[config.mk]
export PLATFORM = sky130hd
export DESIGN_NAME = ilir_cell
export DESIGN_NICKNAME = d
export VERILOG_FILES = /design/src/hw/rtl/ilir_pkg.sv /design/src/hw/rtl/ilir_cell.sv
export SDC_FILE = /design/constraint.sdc
export NUM_CORES = 1
export LEC_CHECK = 0
export BUFFER_PORTS_ARGS = -buffer_cell sky130_fd_sc_hd__clkbuf_2
export CAP_MARGIN = 40
export CORE_MARGIN = 2
export CORE_UTILIZATION = 44
export CTS_CLUSTER_DIAMETER = 40
export DETAILED_ROUTE_END_ITERATION = 10
export PLACE_DENSITY = 0.86
export SKIP_CTS_REPAIR_TIMING = 1
export SLEW_MARGIN = 20
export SYNTH_ARGS = -nofsm -noshare
export SYNTH_HDL_FRONTEND = slang
export SYNTH_SLANG_ARGS = --single-unit
[constraint.sdc]
create_clock -name clk -period 5 [get_ports clk]
set_input_delay 0.75 -clock clk [delete_from_list [all_inputs] [get_ports clk]]
set_output_delay 0.75 -clock clk [all_outputs]
set_load 0.03 [all_outputs]
[src/hw/rtl/ilir_pkg.sv]
// Shared types and constants for the indexed list insert/remove block.
`default_nettype none

package ilir_pkg;

	localparam int DEPTH_DEF = 64;
	localparam int OPC_W     = 2;
	localparam int POS_W     = 7;
	localparam int DATA_W    = 32;
	localparam int STAT_W    = 2;
	localparam int CNT_W     = 7;
	localparam int TDATA_W   = 48;

	typedef enum logic [OPC_W-1:0] {
		OP_GET    = 2'd0,
		OP_SET    = 2'd1,
		OP_INSERT = 2'd2,
		OP_REMOVE = 2'd3
	} opcode_t;

	typedef enum logic [STAT_W-1:0] {
		ST_OK     = 2'd0,
		ST_BOUNDS = 2'd1,
		ST_FULL   = 2'd2
	} status_t;

	typedef struct packed {
		logic    upd;
		opcode_t op;
	} cell_ctl_t;

endpackage

`default_nettype wire

[src/hw/rtl/ilir_cell.sv]
// One list entry cell: holds a word and shifts with its neighbors on insert and remove.
`default_nettype none

module ilir_cell #(
	parameter int CMPW  = 7,
	parameter int INDEX = 0
) (
	input  wire logic                      clk,
	input  wire ilir_pkg::cell_ctl_t       ctl,
	input  wire logic [CMPW-1:0]           pos,
	input  wire logic [ilir_pkg::DATA_W-1:0] din,
	input  wire logic [ilir_pkg::DATA_W-1:0] left,
	input  wire logic [ilir_pkg::DATA_W-1:0] right,
	output logic      [ilir_pkg::DATA_W-1:0] word,
	output logic      [ilir_pkg::DATA_W-1:0] rd
);

	localparam logic [CMPW-1:0] IDX = CMPW'(INDEX);

	logic [ilir_pkg::DATA_W-1:0] word_q;
	logic                        hit;
	logic                        above;

	assign hit   = (pos == IDX);
	assign above = (IDX > pos);

	always_ff @(posedge clk) begin
		if (ctl.upd) begin
			case (ctl.op)
				ilir_pkg::OP_SET: begin
					if (hit) word_q <= din;
				end
				ilir_pkg::OP_INSERT: begin
					if (hit) word_q <= din;
					else if (above) word_q <= left;
				end
				ilir_pkg::OP_REMOVE: begin
					if (hit || above) word_q <= right;
				end
				default: begin
				end
			endcase
		end
	end

	assign word = word_q;
	assign rd   = hit ? word_q : '0;

endmodule

`default_nettype wire

==> results of run 1 <==
## power breakdown
group          switching [uW]  total, uW  leakage, uW  internal (uW)
logic                    67.4        128      0.00117           60.3
registers               0.429        300     0.000276            299
clock network            79.4        169    0.0000359           89.4
## worst max-delay path, stage by stage
cell                       delay [ps]
sky130_fd_sc_hd__clkbuf_2         100
sky130_fd_sc_hd__nor4_4           250
sky130_fd_sc_hd__buf_4            520
sky130_fd_sc_hd__and3_1           260
sky130_fd_sc_hd__clkbuf_2         200
## per-stage QoR
stage,total power (uW),hold WS [ps]
2_1_floorplan,375,990
3_5_place_dp,433,1080
5_1_grt,626,803
4_1_cts,602,795
3_3_place_gp,427,1080
6_report,596,804
## layout by cell type (no fill, tap or decap)
master and count:
sky130_fd_sc_hd__buf_4 5, sky130_fd_sc_hd__nand4_1 32, sky130_fd_sc_hd__clkbuf_2 170, sky130_fd_sc_hd__nor4_4 1, sky130_fd_sc_hd__edfxtp_1 32, sky130_fd_sc_hd__o211a_1 1
sky130_fd_sc_hd__nor2b_4 1, sky130_fd_sc_hd__nor2b_1 32, sky130_fd_sc_hd__clkbuf_8 5, sky130_fd_sc_hd__o211ai_1 32, sky130_fd_sc_hd__nand2_1 32, sky130_fd_sc_hd__a31oi_1 32
sky130_fd_sc_hd__nor3_2 1, sky130_fd_sc_hd__and2_1 1, sky130_fd_sc_hd__and3_1 32, sky130_fd_sc_hd__buf_12 1
## per-layer routing
layer / track usage (%) / vias to the layer above
li1: - / 1317
met1: 29.4 / 1251
met2: 41.8 / 147
met3: 5.18 / 12
met4: 8.21 / 0
met5: 0 / -
## final timing paths
path / end / slack, ps / cells after the start
worst min-delay path: word[2] / 800 / 3
worst max-delay path: rd[26] / 2130 / 5
## cell type report
| cell class | instances | area, sq um |
|---|---|---|
| Fill cell | 454 | 1890 |
| Multi-Input combinational cell | 197 | 1220 |
| Sequential cell | 32 | 961 |
| Timing Repair Buffer | 176 | 908 |
| Tap cell | 70 | 87.6 |
| Clock buffer | 5 | 68.8 |
## logic make-up after synthesis
group / Yosys count / share of synthesized area (%)
buffers and inverters: 36 / 8.09
AOI/OAI and AO/OA: 65 / 19.1
DFF: 32 / 40.9
and+or+nand+nor: 132 / 31.9
==> results.sh, run 1 <==
export IMPL_post_place_setup_slack_ps=1860
export IMPL_die_w_microns=77.1
export IMPL_synth_top_cell_area_share_pct=40.9
export IMPL_die_height_microns=77.1
export IMPL_hold_class="in2reg"
export IMPL_layout_drive_gt1_share_pct=44.9
export IMPL_detail_route_iter0_violations=149
export IMPL_dp_final_hpwl_microns=5160
export IMPL_h_tree_depth=2
export IMPL_yosysMostFrequentCell="sky130_fd_sc_hd__nor2b_1"
export IMPL_timing_worst_setup_path_type="in2out"
export IMPL_globalplace_congestion=0.776
export IMPL_max_cap_violations=0
export IMPL_synth_area_per_cell_sq_um=8.88
export IMPL_asyncSetResetFlopFracSynth_pct=0
export IMPL_largest_register_ffs=32
export IMPL_detail_route_first_pass_iterations=4
export IMPL_worstPathMaxFanout=65
export IMPL_route_detailed_wl_per_inst_microns=15.3
export IMPL_clock_root_buffer="sky130_fd_sc_hd__clkbuf_8"
export IMPL_timing_critical_path_to_type="output pin"
export IMPL_placement_io_buffers=170
export IMPL_tritoncts="done"
export IMPL_grt_start_max_net_pins=66
export IMPL_fin_ws_ps=2130
export IMPL_drt_wl_total_microns=7350
export IMPL_yosys_register_bits=32
export IMPL_dr_total_vias=2727
export IMPL_wl_met1_microns=2970
export IMPL_final_hold_violation_count=0
export IMPL_power_density_nw_per_um2=184
export IMPL_post_synth_inst_count=265
export IMPL_dominantRegCellSynth="sky130_fd_sc_hd__edfxtp_1"
export IMPL_seq_area_frac_synth_pct=40.9
export IMPL_initial_utilization_pct=45.8
export IMPL_synth_yosys_warnings=0
export IMPL_netlist_cell_type_count=15
export IMPL_cts_inserted_buffers=5
export IMPL_slew_limit_headroom_pct=47.8
export IMPL_final_setup_viol_count=0
export IMPL_gr_usage_all_layers_pct=24.0
export IMPL_layout_cell_area_non_filler_sq_um=3250
export IMPL_vias_per_cell=5.68
export IMPL_outcome="completed"
export IMPL_worst_ep_required_time_ps=4250
export IMPL_maxSlewViolCount=0
export IMPL_met2_length_microns=3640
export IMPL_layout_worst_path_cycle_share_pct=57.5
export IMPL_arrival_ps=2120
export IMPL_layoutNonFillerInstCount=480
export IMPL_start_point_of_the_worst_hold_path="right[2]"
export IMPL_post_detailed_route_count_of_antenna_violating_nets=0
export IMPL_std_cell_rows=26
export IMPL_setup_tns_final_ps=0
export IMPL_number_of_enable_flip_flop_cells_after_synthesis=32
export IMPL_clock_tree_buffer_depth=2
export IMPL_final_core_util_pct=63.2
export IMPL_crit_path_start="pos[3]"
export IMPL_io_pins=171
export IMPL_post_route_drc_count=0
export IMPL_critPathLaunchType="primary input"
export IMPL_vdd_ir_drop_worst_uv=133
export IMPL_top_signal_layer_used="met4"
export IMPL_grt_first_pass_wirelength_microns=11600
export IMPL_number_of_antenna_violations_at_the_first_check_in_global_routing=0
export IMPL_routed_wl_met3_microns=621
export IMPL_dpl_cell_area_sq_um=3180
export IMPL_cts_sinks=32
export IMPL_mappedNetlistNets=372
export IMPL_area_growth_pct=38.1
export IMPL_mappedNetlistArea_sq_um=2350
export IMPL_numPlacedInstances=475
export IMPL_first_global_vias=2487
export IMPL_p_leak_uw=0.00148
export IMPL_grt_setup_unrepaired="false"
export IMPL_clkTransAtPathRegs_ps=60
export IMPL_finish_net_count=519
export IMPL_post_synth_main_area_contributors="sky130_fd_sc_hd__edfxtp_1, sky130_fd_sc_hd__o211ai_1, sky130_fd_sc_hd__nor2b_1"
export IMPL_global_route_overflow_total=0
export IMPL_max_clock_freq_mhz=348
export IMPL_final_min_clock_period_ps=2870
export IMPL_dieArea_sq_um=5950
export IMPL_core_area_sq_um=5140
export IMPL_cell_accounting_for_the_most_synthesized_area="sky130_fd_sc_hd__edfxtp_1"
export IMPL_timing_worst_slew_pin_value_ps=783
export IMPL_antenna_cells=0
Power figures use the tool's default switching activity.
==> run 2, diff against run 1 <==
Settings changed: CORE_UTILIZATION 44 to 41, PLACE_DENSITY 0.86 to 0.81.
Clock period 5 ns to 2.8 ns, I/O delays scaled along.
==> results.sh, run 2 (synthesized netlist as in run 1, its figures left out) <==
export IMPL_post_detailed_route_count_of_antenna_violating_nets=0
export IMPL_p_leak_uw=0.00152
export IMPL_clock_tree_buffer_depth=2
export IMPL_gr_usage_all_layers_pct=23.2
export IMPL_worst_ep_required_time_ps=2380
export IMPL_clkTransAtPathRegs_ps=70
export IMPL_post_route_drc_count=0
export IMPL_max_clock_freq_mhz=502
export IMPL_area_growth_pct=41.3
export IMPL_dieArea_sq_um=6360
export IMPL_outcome="completed"
export IMPL_initial_utilization_pct=42.5
export IMPL_totalPowerFinal_uw=1120
export IMPL_placement_io_buffers=170
export IMPL_routed_wl_met3_microns=658
export IMPL_grt_start_max_net_pins=66
export IMPL_antenna_cells=0
export IMPL_tritoncts="done"
export IMPL_met2_length_microns=3840
export IMPL_h_tree_depth=2
export IMPL_detail_route_first_pass_iterations=6
export IMPL_critical_path_most_common_cell="sky130_fd_sc_hd__clkbuf_2"
export IMPL_largest_register_ffs=32
export IMPL_timing_worst_setup_path_type="in2out"
export IMPL_dr_total_vias=2775
export IMPL_fin_ws_ps=809
export IMPL_worst_path_buf_inv=3
export IMPL_number_of_antenna_violations_at_the_first_check_in_global_routing=0
export IMPL_cts_inserted_buffers=5
export IMPL_cts_sinks=32
export IMPL_arrival_ps=1570
export IMPL_layout_drive_gt1_share_pct=45.8
export IMPL_critical_path_max_stage_delay_ps=320
export IMPL_drt_wl_total_microns=7470
export IMPL_layout_commonest_cell="sky130_fd_sc_hd__clkbuf_2"
export IMPL_first_global_vias=2596
export IMPL_vdd_ir_drop_worst_uv=200
export IMPL_globalplace_congestion=0.799
export IMPL_detail_route_iter0_violations=203
export IMPL_critPathLaunchType="primary input"
export IMPL_final_min_clock_period_ps=1990
export IMPL_cells_along_the_critical_path="clkbuf_2, nor4_4, buf_12, and3_1, clkbuf_2"
export IMPL_grt_setup_unrepaired="false"
export IMPL_std_cell_rows=27
export IMPL_timing_critical_path_slowest_stage_cell="sky130_fd_sc_hd__nor4_4"
export IMPL_grt_first_pass_wirelength_microns=11700
export IMPL_layout_worst_path_cycle_share_pct=71.1
export IMPL_hold_class="in2reg"
export IMPL_clock_root_buffer="sky130_fd_sc_hd__clkbuf_8"
export IMPL_io_pins=171
export IMPL_finish_net_count=523
export IMPL_final_core_util_pct=60.0
export IMPL_power_density_nw_per_um2=336
export IMPL_timing_worst_slew_pin_value_ps=526
export IMPL_route_detailed_wl_per_inst_microns=15.3
export IMPL_core_area_sq_um=5540
export IMPL_wl_met1_microns=2810
export IMPL_max_cap_violations=0
export IMPL_top_signal_layer_used="met4"
export IMPL_global_route_overflow_total=0
export IMPL_vias_per_cell=5.67
export IMPL_timing_critical_path_to_type="output pin"
export IMPL_final_hold_violation_count=0
export IMPL_critPathTopFamily="buffers and inverters"
export IMPL_worstPathMaxFanout=65
export IMPL_dp_final_hpwl_microns=5330
export IMPL_die_height_microns=79.7
export IMPL_setup_tns_final_ps=0
export IMPL_die_w_microns=79.7
export IMPL_slew_limit_headroom_pct=65.0
export IMPL_post_place_setup_slack_ps=685
export IMPL_maxSlewViolCount=0
export IMPL_final_setup_viol_count=0
## run 2: cell types whose count changed in the layout (fill, tap and decap cells not counted), sizes merged
cell,delta
buf,+4
clkinv,+3
## run 2: cell type report
type | instances | area, sq um
clock inverters | 3 | 18.8
clock buffers | 5 | 68.8
well taps | 72 | 90.1
fillers | 498 | 2220
repair buffers | 180 | 963
flip-flops and latches | 32 | 961
multi-input cells | 197 | 1220
## run 2: power breakdown
part	internal, uW	switching, uW	leakage (uW)
Clock	173	174	0.0000479
Sequential	534	0.698	0.000276
Combinational	113	121	0.00120
Total	820	296	0.00152
## run 2: layer usage
metal  GRT usage, %  vias up
met5              0        -
met4           9.83        0
met3           4.07       20
met2           40.9      164
met1           27.7     1265
li1               -     1326
## run 2: through the flow
step	hold slack, ps	instances	area (sq um)
after floorplan	660	265	2350
after global placement	747	481	3240
after detailed placement	752	481	3240
after CTS	453	489	3320
after global routing	474	489	3320
final	461	489	3320
## run 2: final timing paths
kind	to	cells after the start	slack, ps	startpoint
setup / recovery	rd[24]	5	810	pos[3]
hold / removal	word[6]	3	460	right[6]
==> run 3, diff against run 2 <==
Clock period 2.8 ns to 2 ns, I/O delays scaled along.
==> results.sh, run 3 (synthesized netlist as in run 1, its figures left out) <==
export IMPL_outcome="completed"
export IMPL_worstPathMaxFanout=64
export IMPL_p_leak_uw=0.00152
export IMPL_final_hold_violation_count=0
export IMPL_cts_sinks=32
export IMPL_area_growth_pct=42.4
export IMPL_post_detailed_route_count_of_antenna_violating_nets=0
export IMPL_grt_start_max_net_pins=65
export IMPL_dieArea_sq_um=6360
export IMPL_critPathLaunchType="primary input"
export IMPL_cts_inserted_buffers=5
export IMPL_crit_path_start="pos[3]"
export IMPL_setup_tns_final_ps=0
export IMPL_clkTransAtPathRegs_ps=60
export IMPL_fillers=517
export IMPL_cells_along_the_critical_path="clkbuf_2, nor4_4, buf_12, and3_1, clkbuf_2"
export IMPL_grt_first_pass_wirelength_microns=11500
export IMPL_timing_worst_setup_path_type="in2out"
export IMPL_arrival_ps=1480
export IMPL_layout_cell_area_non_filler_sq_um=3350
export IMPL_number_of_antenna_violations_at_the_first_check_in_global_routing=0
export IMPL_grt_setup_unrepaired="false"
export IMPL_worst_ep_required_time_ps=1700
export IMPL_std_cell_rows=27
export IMPL_dpl_cell_area_sq_um=3270
export IMPL_route_detailed_wl_per_inst_microns=15.4
export IMPL_dp_final_hpwl_microns=5450
export IMPL_final_setup_viol_count=0
export IMPL_tritoncts="done"
export IMPL_core_area_sq_um=5540
export IMPL_dr_total_vias=2744
export IMPL_detail_route_first_pass_iterations=5
export IMPL_maxSlewViolCount=0
export IMPL_power_density_nw_per_um2=459
export IMPL_vdd_ir_drop_worst_uv=209
export IMPL_critical_path_endpoint="rd[4]"
export IMPL_die_w_microns=79.7
export IMPL_die_height_microns=79.7
export IMPL_ff_latch_area_sq_um=961
export IMPL_finalHoldWorstSlack_ps=355
export IMPL_clock_root_buffer="sky130_fd_sc_hd__clkbuf_8"
export IMPL_largest_register_ffs=32
export IMPL_placement_io_buffers=170
export IMPL_vias_per_cell=5.60
export IMPL_layout_drive_gt1_share_pct=45.5
export IMPL_antenna_cells=0
export IMPL_max_cap_violations=0
export IMPL_clock_tree_buffer_depth=2
export IMPL_final_min_clock_period_ps=1780
export IMPL_global_route_overflow_total=0
export IMPL_first_global_vias=2500
export IMPL_drt_wl_total_microns=7550
export IMPL_h_tree_depth=2
export IMPL_timing_critical_path_to_type="output pin"
export IMPL_finish_net_count=524
export IMPL_timing_worst_slew_pin_value_ps=421
export IMPL_slew_limit_headroom_pct=71.9
export IMPL_detail_route_iter0_violations=130
export IMPL_io_pins=171
export IMPL_post_route_drc_count=0
export IMPL_max_clock_freq_mhz=563
export IMPL_totalPowerFinal_uw=1540
export IMPL_timing_critical_path_slowest_stage_cell="sky130_fd_sc_hd__nor4_4"
export IMPL_multi_input_area_sq_um=1220
export IMPL_gr_usage_all_layers_pct=23.0
export IMPL_globalplace_congestion=0.759
export IMPL_critical_path_most_common_cell="sky130_fd_sc_hd__clkbuf_2"
export IMPL_layout_commonest_cell="sky130_fd_sc_hd__clkbuf_2"
export IMPL_layout_worst_path_cycle_share_pct=88.8
export IMPL_initial_utilization_pct=42.5
export IMPL_critical_path_max_stage_delay_ps=340
export IMPL_hold_class="in2reg"
run 3: per-layer routing:
layer / GRT usage (%) / routed length [microns] / up-vias
li1: - / - / 1326
met1: 27.3 / 3000 / 1269
met2: 41.2 / 3820 / 137
met3: 3.73 / 588 / 12
met4: 8.98 / 139 / 0
met5: 0 / 0 / -
run 3: how the worst min path moves through the flow:
| stage | from | to | slack, ps | cells after the start |
|---|---|---|---|---|
| 2_1_floorplan | right[0] | word[0] | 540 | 2 |
| 3_3_place_gp | right[9] | word[9] | 630 | 3 |
| 3_5_place_dp | right[25] | word[25] | 630 | 3 |
| 4_1_cts | right[25] | word[25] | 340 | 3 |
| 5_1_grt | right[25] | word[25] | 350 | 3 |
| 6_report | right[25] | word[25] | 350 | 3 |
run 3: layout make-up:
| class | instances | share of cell area (%) |
|---|---|---|
| sequential | 32 | 28.7 |
| multi-input combinational | 197 | 36.5 |
| clock inverter | 1 | 0.112 |
| clock buffer | 7 | 2.28 |
| tap | 72 | 2.69 |
| timing repair buffer | 181 | 29.7 |
run 3: report_power, final:
group          switching [uW]  total [uW]  internal, uW
clock network             213         455           242
logic                     172         334           163
registers                1.04         749           748
run 3: through the flow:
stage               worst slack (ps)  util, %  std cells
floorplan                       92.2        -        265
global placement                 282     59.0        482
detailed placement               249     59.0        482
CTS                              249     60.5        490
global route                     167     60.5        490
finish                           225     60.5        490
run 3: critical path: cells and delay by family:
family	cells	cell delay, ps
buffers and inverters	3	600
and+or+nand+nor	2	540
